--- config.mk ---
export PLATFORM = sky130hd
export DESIGN_NAME = sorted_min_priority_queue
export DESIGN_NICKNAME = d
export VERILOG_FILES = /design/src/smpq_pkg.sv /design/src/smpq_cell.sv /design/src/sorted_min_priority_queue.sv
export VERILOG_INCLUDE_DIRS = /design/src /design/src/src
export SDC_FILE = /design/constraint.sdc
export NUM_CORES = 2
export LEC_CHECK = 0
export ABC_AREA = 1
export BUFFER_PORTS_ARGS = -buffer_cell sky130_fd_sc_hd__buf_2
export CAP_MARGIN = 20
export CORE_MARGIN = 1
export CORE_UTILIZATION = 45
export CTS_CLUSTER_DIAMETER = 30
export DETAILED_ROUTE_END_ITERATION = 10
export HOLD_SLACK_MARGIN = 0.06
export PLACE_DENSITY = 0.64
export REMOVE_ABC_BUFFERS = 1
export SYNTH_ARGS = -nofsm -noshare
export SYNTH_HDL_FRONTEND = slang
export SYNTH_SLANG_ARGS = --single-unit
--- constraint.sdc ---
create_clock -name clk_i -period 6.6 [get_ports clk_i]
set_clock_uncertainty 0.15 [all_clocks]
set_input_delay 0.33 -clock clk_i [delete_from_list [all_inputs] [get_ports clk_i]]
set_output_delay 0.33 -clock clk_i [all_outputs]
set_load 0.02 [all_outputs]
--- src/assert_macros.svh ---
// Assertion macros shared by the priority queue RTL.
// Included by the files that carry concurrent assertions; no other dependencies.
`ifndef ASSERT_MACROS_SVH
`define ASSERT_MACROS_SVH

// A property that must hold at every rising clock edge outside reset.
`define SMPQ_ASSERT(lbl, clk, rst_n, prop, msg) \
  lbl: assert property (@(posedge clk) disable iff (!rst_n) (prop)) else $error(msg);

// A condition that must hold in the cycle after the trigger.
`define SMPQ_ASSERT_NEXT(lbl, clk, rst_n, ante, cons, msg) \
  lbl: assert property (@(posedge clk) disable iff (!rst_n) (ante) |=> (cons)) else $error(msg);

`endif

--- src/smpq_pkg.sv ---
// Package for the sorted minimum priority queue: sizes, opcodes and cell control.
// Used by smpq_cell and sorted_min_priority_queue; depends on nothing else.
package smpq_pkg;

  localparam int CAPACITY  = 16;
  localparam int DATA_W    = 32;
  localparam int CNT_W     = $clog2(CAPACITY + 1);
  localparam int OUT_CNT_W = 5;

  // Request opcodes.
  localparam logic OP_INSERT = 1'b0;
  localparam logic OP_DELETE = 1'b1;

  typedef logic signed [DATA_W-1:0] data_t;

  // Control broadcast to every cell of the chain.
  typedef struct packed {
    logic  ins;
    logic  del;
    data_t key;
  } ctrl_t;

endpackage

--- src/smpq_cell.sv ---
// One storage cell of the sorted chain: holds a key and exchanges data with neighbors.
// Depends on smpq_pkg.
module smpq_cell import smpq_pkg::*; (
  input  logic  clk_i,
  input  ctrl_t ctrl_i,
  input  logic  valid_i,
  input  logic  prev_keep_i,
  input  data_t left_data_i,
  input  data_t right_data_i,
  output logic  keep_o,
  output data_t data_o,
  output data_t data_d_o
);

  data_t data_q, data_d;
  logic  keep;

  // A valid cell keeps its entry on insert when it is not above the new key.
  assign keep = valid_i && (data_q <= ctrl_i.key);

  // Next value: hold, take the new key, shift back on insert, or shift forward on delete.
  always_comb begin
    data_d = data_q;
    if (ctrl_i.ins) begin
      if (keep) begin
        data_d = data_q;
      end else if (prev_keep_i) begin
        data_d = ctrl_i.key;
      end else begin
        data_d = left_data_i;
      end
    end else if (ctrl_i.del) begin
      data_d = right_data_i;
    end
  end

  always_ff @(posedge clk_i) begin
    data_q <= data_d;
  end

  assign keep_o   = keep;
  assign data_o   = data_q;
  assign data_d_o = data_d;

endmodule

--- src/sorted_min_priority_queue.sv ---
// Top level of the sorted minimum priority queue: cell chain, count and result register.
// Depends on smpq_pkg, smpq_cell and assert_macros.svh.
//
// Usage: a request enters on the s_axis channel. s_axis_tuser selects the operation
// (0 inserts the signed key in s_axis_tdata, 1 removes the smallest entry). Each
// request gives exactly one result on the m_axis channel: removed key, new smallest
// key, entry count and, in m_axis_tuser, an error flag for an insert into a full
// queue or a delete from an empty one; a failed request leaves the store unchanged.
// Equal keys leave in the order they arrived.
// m_axis_tvalid rises in the cycle after acceptance. The whole chain of 16 cells
// compares and shifts in parallel for each request, so one request per cycle is
// accepted as long as the result register is empty or is being drained in the same
// cycle.
// When the receiver stalls, the result is held in the output register and
// s_axis_tready drops until it is taken.
// Reset empties the queue (count zero) and clears the output valid; the stored keys
// are not cleared and no request is blocked after reset.
`include "assert_macros.svh"

module sorted_min_priority_queue import smpq_pkg::*; (
  input  logic                     clk_i,
  input  logic                     rst_ni,
  input  logic                     s_axis_tvalid,
  output logic                     s_axis_tready,
  input  logic [DATA_W-1:0]        s_axis_tdata,  // [31:0] value
  input  logic [0:0]               s_axis_tuser,  // [0] opcode
  output logic                     m_axis_tvalid,
  input  logic                     m_axis_tready,
  output logic [2*DATA_W+7:0]      m_axis_tdata,  // [31:0] removed_value,
                                                  // [63:32] front_value,
                                                  // [68:64] entry_count, rest zero
  output logic [0:0]               m_axis_tuser   // [0] error_flag
);

  logic [CNT_W-1:0]     count_q, count_d;
  logic                 out_valid_q, out_valid_d;
  data_t                removed_q, front_q;
  logic [OUT_CNT_W-1:0] out_count_q;
  logic                 err_q;

  logic  in_acc, is_del, full, empty, ins_ok, del_ok, req_err;
  ctrl_t ctrl;
  logic  keep   [CAPACITY];
  data_t cell_q [CAPACITY];
  data_t cell_d [CAPACITY];

  // Request decode.
  assign s_axis_tready = !out_valid_q || m_axis_tready;
  assign in_acc  = s_axis_tvalid && s_axis_tready;
  assign is_del  = (s_axis_tuser[0] == OP_DELETE);
  assign full    = (count_q == CNT_W'(CAPACITY));
  assign empty   = (count_q == '0);
  assign ins_ok  = in_acc && !is_del && !full;
  assign del_ok  = in_acc && is_del && !empty;
  assign req_err = (!is_del && full) || (is_del && empty);

  assign ctrl.ins = ins_ok;
  assign ctrl.del = del_ok;
  assign ctrl.key = data_t'(s_axis_tdata);

  // Chain of cells; each looks at its neighbors only.
  for (genvar i = 0; i < CAPACITY; i++) begin : g_cell
    logic  prev_keep;
    data_t left_data, right_data;
    if (i == 0) begin : g_first
      assign prev_keep = 1'b1;
      assign left_data = ctrl.key;
    end else begin : g_mid
      assign prev_keep = keep[i-1];
      assign left_data = cell_q[i-1];
    end
    if (i == CAPACITY - 1) begin : g_last
      assign right_data = cell_q[i];
    end else begin : g_inner
      assign right_data = cell_q[i+1];
    end
    smpq_cell u_cell (
      .clk_i        (clk_i),
      .ctrl_i       (ctrl),
      .valid_i      (count_q > CNT_W'(i)),
      .prev_keep_i  (prev_keep),
      .left_data_i  (left_data),
      .right_data_i (right_data),
      .keep_o       (keep[i]),
      .data_o       (cell_q[i]),
      .data_d_o     (cell_d[i])
    );
  end

  // Entry count.
  always_comb begin
    count_d = count_q;
    if (ins_ok) begin
      count_d = count_q + CNT_W'(1);
    end else if (del_ok) begin
      count_d = count_q - CNT_W'(1);
    end
  end

  always_ff @(posedge clk_i or negedge rst_ni) begin
    if (!rst_ni) begin
      count_q     <= '0;
      out_valid_q <= 1'b0;
    end else begin
      count_q     <= count_d;
      out_valid_q <= out_valid_d;
    end
  end

  // Result register, loaded when a request is accepted.
  assign out_valid_d = in_acc || (out_valid_q && !m_axis_tready);

  always_ff @(posedge clk_i) begin
    if (in_acc) begin
      removed_q   <= del_ok ? cell_q[0] : '0;
      front_q     <= (count_d != '0) ? cell_d[0] : '0;
      out_count_q <= OUT_CNT_W'(count_d);
      err_q       <= req_err;
    end
  end

  assign m_axis_tvalid = out_valid_q;
  assign m_axis_tdata  = {3'b000, out_count_q, front_q, removed_q};
  assign m_axis_tuser  = err_q;

  // Checks on the count, the order of the two front cells and the empty-delete error flag.
  `SMPQ_ASSERT(a_count_bound, clk_i, rst_ni, count_q <= CNT_W'(CAPACITY), "count above capacity")
  `SMPQ_ASSERT(a_front_order, clk_i, rst_ni, (count_q < CNT_W'(2)) || (cell_q[0] <= cell_q[1]), "front cells out of order")
  `SMPQ_ASSERT_NEXT(a_insert_count, clk_i, rst_ni, ins_ok, count_q == $past(count_q) + CNT_W'(1), "insert did not raise count")
  `SMPQ_ASSERT_NEXT(a_empty_delete, clk_i, rst_ni, in_acc && is_del && empty, m_axis_tvalid && err_q && (count_q == '0), "empty delete not flagged")

endmodule
# After elaboration in Yosys (flattened, before gate mapping)

Cells that the tools add are included.

Reduce and logical (&&, ||, !) cells: 50
Bitwise operators: 1
Mux-type cells: 62
Eq/ne operators: 15
Magnitude comparators: 32
Add/subtract/negate cells: 2

Operators by type and width:

| operator                                                              | count |
|---|---|
| 32-bit two-way mux                                                    | 60 |
| 32-bit <= comparator                                                  | 16 |
| 5-bit by 4-bit > comparator with 1-bit output (second input constant) | 8 |
| 2-bit AND reduction                                                   | 15 |
| 2-bit inequality test (second input constant)                         | 14 |
| 1-bit logical AND                                                     | 24 |
| 5-bit by 3-bit > comparator with 1-bit output (second input constant) | 4 |
| 5-bit by 1-bit > comparator with 1-bit output (second input constant) | 2 |
| 5-bit by 2-bit > comparator with 1-bit output (second input constant) | 2 |
| 5-bit two-way mux                                                     | 2 |
| 5-bit by 1-bit adder with 5-bit output (second input constant)        | 1 |
| 5-bit equality test (second input constant)                           | 1 |
| 1-bit logical NOT                                                     | 5 |
| 5-bit logical NOT                                                     | 1 |
| 5-bit nonzero test                                                    | 1 |
| 5-bit by 1-bit subtractor with 5-bit output (second input constant)   | 1 |
| 1-bit logical OR                                                      | 3 |
| 2-bit nonzero test                                                    | 1 |
| 1-bit inverter                                                        | 1 |

Register bits after elaboration: 588
Input bits: 37
Output and inout bits: 75
Word-level logic and storage cells: 184

# Logic depth before layout (Yosys ltp)

Word-level depth: 8
Gate-level depth with buffers: 21
Depth with buffers taken out: 20

# Modules after synthesis

Synthesis repeated with hierarchy kept, for this count alone.

Cells, all modules: 8279
Area, all modules: 57924.3 um^2

By module, submodules not included:

| module                    | times used | cells each | sequential area each (um^2) | area an instance (um^2) |
|---|---|---|---|---|
| smpq_cell                 | 16         | 497        | 640.6                       | 3398.3 |
| sorted_min_priority_queue | 1          | 327        | 2252.2                      | 3552.2 |

# Worst setup path after synthesis

OpenSTA, ideal clock, no wires.

Path type: reg2reg
From: reg out_valid_q (netlist: m_axis_tvalid)
To: reg g_cell[10].u_cell.data_q[0], enable pin
Stages on the path, launching flop included: 9
Path buffers: 1
Setup slack: 1.473 ns
Required time: 6.009 ns
Library setup time: 0.441 ns
Clock period less this slack: 5.127 ns
Arrival time: 4.537 ns
Cell sequence: dfrtp_1 nand2_1 nand2_1 inv_1 nand3_4 inv_2 nor2_8 clkbuf_1 a31oi_1

Longest elaborated chain between the ends: 7
Elaborated cells on any way between the ends: 10
Classes of those cells: eq/ne (1); reduce/logical (9)

RTL lines:

| element                                                                      | RTL line                                                         | source |
|---|---|---|
| start, declared                                                              | sorted_min_priority_queue.sv:36                                  | `logic out_valid_q, out_valid_d;` |
| start signal, assigned                                                       | sorted_min_priority_queue.sv:106                                 | `out_valid_q <= out_valid_d;` |
| 1-bit logical NOT (*)                                                        | sorted_min_priority_queue.sv:48                                  | `assign s_axis_tready = !out_valid_q \|\| m_axis_tready;` |
| 1-bit logical OR (*)                                                         | sorted_min_priority_queue.sv:48                                  |  |
| via s_axis_tready                                                            | sorted_min_priority_queue.sv:24                                  | `output logic s_axis_tready,` |
| 1-bit logical AND (*)                                                        | sorted_min_priority_queue.sv:49                                  | `assign in_acc = s_axis_tvalid && s_axis_tready;` |
| via in_acc                                                                   | sorted_min_priority_queue.sv:41                                  | `logic in_acc, is_del, full, empty, ins_ok, del_ok, req_err;` |
| 1-bit logical AND, on equally long branches (2 in a row)                     | sorted_min_priority_queue.sv:53, sorted_min_priority_queue.sv:54 |  |
| 2-bit inequality test (no source line) or 2-bit nonzero test (tied branches) | -                                                                |  |
| 2-bit AND reduction (no source line) (*)                                     | -                                                                |  |
| end signal, assigned                                                         | smpq_cell.sv:38                                                  | `data_q <= data_d;` |
| end, declared                                                                | smpq_cell.sv:15                                                  | `data_t data_q, data_d;` |

The timed path passes the listed nets; every way through them passes the cells marked *.
A chain may end at the register's enable or synchronous reset.

==> qor.yml <==
outcome:
  status: "finished clean"
timing:
  holdWs_ns: 0.108
  rsz0062_at_grt: "false"
  slew_headroom_pct: 14.8
  fin_crit_ns: 4.98
  final_hold_viol_count: 0
  tightest_slew_ns: 1.28
  drv_slew: 0
  setup_ws_ns: 1.62
  setup_viol: 0
  fin_crit_sh_pct: 75.5
  fmaxAchievable_mhz: 201
layout:
  final_common_cell: "nand2_1"
  layout_common_cells: "nand2_1, nand3_1, edfxtp_1, inv_1, ha_1"
  syn_to_final_growth_pct: 18.0
  drive_above_1_share_pct: 9.28
  postLayoutCoreUtil_pct: 53.6
  nets: 6262
  fillerInstances: 8999
worst_setup_path:
  path_buf_inv: 5
  criticalPathCategory: "register to register"
  cp_cell_sequence: "inv_1 -> ha_1 -> nand2_1 -> nor2_2 -> inv_2 -> nand3_4 -> inv_8 -> buf_4 -> buf_12 -> nand3_1 -> nand2_1"
  critical-path-top-delay-family: "buffers and inverters"
  end_kind: "register"
  cp_max_fo: 199
  cpPeakStageDelay_ns: 0.90
  endpoint: "g_cell[13].u_cell.data_o[3]$_DFFE_PP_"
  crit_start: "count_q[0]$_DFF_PN0_"
  critical_path.most_common_cell: "nand2_1"
  ff2ff_path_depth: 11
  r2r-end: "g_cell[13].u_cell.data_o[3]$_DFFE_PP_"
  cp_slowest_cell: "inv_8"
  worstPathArrival_ns: 5.44
  rrSetupSlack_ns: 1.62
  cp.depth: 11
  crit_required_ns: 7.06
  reg2reg_from: "count_q[0]$_DFF_PN0_"
  crit_path_start_kind: "register"
power:
  irDropWorstVdd_mv: 0.300
  powerDensity_mw_per_mm2: 405
  p_leak_nw: 24.3
die:
  coreArea_mm2: 0.0952
  die_area_mm2: 0.0973
  start_util_pct: 45.4
  die_w_um: 312
  rows: 113
  die_h_um: 312
  ios: 112
clocking:
  cts.sinks: 588
  cts_tree: "built"
  insertion_delay_ns: 0.76
  clkTransAtPathRegs_ns: 0.04
  cts_made_buffers: 159
  post_cts_buffers: 0
  ctsResizeCount: 0
  cts.path.max_buffers: 3
  ctsRootBufferMaster: "clkbuf_16"
  cts_htree_levels: 4
  hold_buffers: 11
placement:
  portBuffers: 108
  gp_congestion: 0.915
  pre_cts_slack_ns: 1.30
  dpl.hpwl_mm: 103
synthesis:
  yosys_most_used_dff: "edfxtp_1"
  syn_avg_cell_area_um2: 7.72
  ys_seq_area_share_pct: 40.0
  netlist_instances: 5599
  syn_area_mm2: 0.0432
  ys_seq_elements: 588
  yosys_warnings: 0
  ys_async_sr_fraction_pct: 1.02
  synthDistinctLibCells: 42
  synth_edf_count: 550
routing:
  drt_iter0_markers: 4294
  antenna_left: 0
  wl_mm: 148
  via_count: 40900
  drtPass1Iterations: 6
  wl_per_cell_um: 20.8
  route.detailed.drc: 0
  viasPerCell: 5.76
global_routing:
  grt_antenna_before_repair: 2
  grt_overflow: 0
  grt_max_degree: 216
  grt_pass1_vias: 39400
  grt_first_pass_wirelength_mm: 229
  grt_usage_pct: 29.9
hold_path:
  hp-class: "input port to register"
job:
  maxCapViolCount: 0
-- metal layers --
| layer | vias up | global-route usage [%] | part of all wire, % |
|---|---|---|---|
| met3 | 453 | 5.78 | 7.8 |
| li1 | 19200 | - | - |
| met5 | - | 0 | 0 |
| met4 | 0 | 16.9 | 5.4 |
| met2 | 1852 | 47.9 | 46 |
| met1 | 19400 | 37.9 | 41 |
-- cells by family (layout without fill, tap and decap cells) --
family                     Yosys count  after routing  synth area share, %
AOI/OAI and AO/OA                  584            584                 7.19
xor gates and xnor gates             3              3               0.0781
adders and majority gates          517            517                 15.0
buffers and inverters              874           1113                 7.88
DFF                                588            588                 40.0
other                                1              4              0.00867
and+or+nand+nor                   3032           3032                 29.9
-- cells in the mapped netlist, types with 2 or more instances --
| cell type | number | area, um^2 |
|---|---|---|
| o21a_1 | 19 | 143 |
| nand3_2 | 2 | 20.0 |
| nand2_1 | 1801 | 6760 |
| nor2_1 | 147 | 552 |
| a21oi_1 | 330 | 1650 |
| nand4_1 | 57 | 357 |
| a31oi_1 | 21 | 131 |
| o211ai_1 | 21 | 158 |
| and3_1 | 2 | 12.5 |
| buf_2 | 79 | 395 |
| buf_1 | 12 | 45.0 |
| buf_4 | 7 | 52.6 |
| o21ai_0 | 122 | 611 |
| dfxtp_1 | 32 | 641 |
| o21bai_1 | 2 | 15.0 |
| clkinv_1 | 31 | 116 |
| nand3b_1 | 9 | 67.6 |
| nor4_1 | 14 | 87.6 |
| a21o_1 | 11 | 82.6 |
| nor3_1 | 7 | 35.0 |
| inv_2 | 9 | 33.8 |
| xor2_1 | 2 | 17.5 |
| ha_1 | 517 | 6470 |
| edfxtp_1 | 550 | 16500 |
| inv_1 | 536 | 2010 |
| clkbuf_1 | 200 | 751 |
| dfrtp_1 | 6 | 150 |
| o21ai_1 | 54 | 270 |
| nand3_1 | 984 | 4920 |
| nor2_2 | 3 | 18.8 |
-- area by class of cell --
type | count | area [um^2] | share of cell area (%)
Antenna cell | 1 | 2.50 | 0.00490
Inverter | 576 | 2170 | 4.25
Clock buffer | 197 | 4210 | 8.26
Timing Repair Buffer | 244 | 1710 | 3.36
Multi-Input combinational cell | 4139 | 22800 | 44.7
Clock inverter | 96 | 1230 | 2.42
Sequential cell | 588 | 17300 | 33.9
Tap cell | 1265 | 1580 | 3.10
-- report_power, final --
part           internal, mW  leakage (nW)  switching [mW]
sequential             5.23          5.50           0.677
clock                  5.34          2.63            2.51
combinational          2.12          16.2            4.80
-- worst reg2reg max path, stage by stage (launching register included) --
cell     delay (ns)
dfrtp_1        0.51
inv_1          0.17
ha_1           0.26
nand2_1        0.12
nor2_2         0.06
inv_2          0.06
nand3_4        0.49
inv_8          0.91
buf_4          0.78
buf_12         0.76
nand3_1        0.43
nand2_1        0.13
-- sequential cells by signal, indices dropped and copies added, names as in the netlist --
name,flops
count_q,5
front_q,32
g_cell.u_cell.data_o,512
m_axis_tuser,1
m_axis_tvalid,1
out_count_q,5
removed_q,32
-- how the worst min path moves through the flow --
stage                                              to        startpoint  slack (ns)  cells after the start
5_1_grt        g_cell[15].u_cell.data_o[14]$_DFFE_PP_  s_axis_tdata[14]        0.12                      4
4_1_cts        g_cell[15].u_cell.data_o[31]$_DFFE_PP_  s_axis_tdata[31]        0.08                      3
3_3_place_gp                  m_axis_tvalid$_DFF_PN0_            rst_ni        0.02                      1
6_report       g_cell[15].u_cell.data_o[31]$_DFFE_PP_  s_axis_tdata[31]        0.11                      3
2_1_floorplan                    count_q[0]$_DFF_PN0_            rst_ni       -0.12                      0
3_5_place_dp                  m_axis_tvalid$_DFF_PN0_            rst_ni        0.02                      1
-- per-stage QoR --
step | TNS (ns) | power, mW | instance area [um^2] | cells
4_1_cts | 0 | 20.6 | 50900 | 7099
3_5_place_dp | 0 | 12.7 | 45300 | 6795
6_report | 0 | 20.7 | 51000 | 7106
3_3_place_gp | 0 | 12.5 | 45300 | 6794
5_1_grt | 0 | 21.8 | 51000 | 7105
2_1_floorplan | -5358.99 | 10.3 | 42000 | 5303
Power figures use the tool's default switching activity.
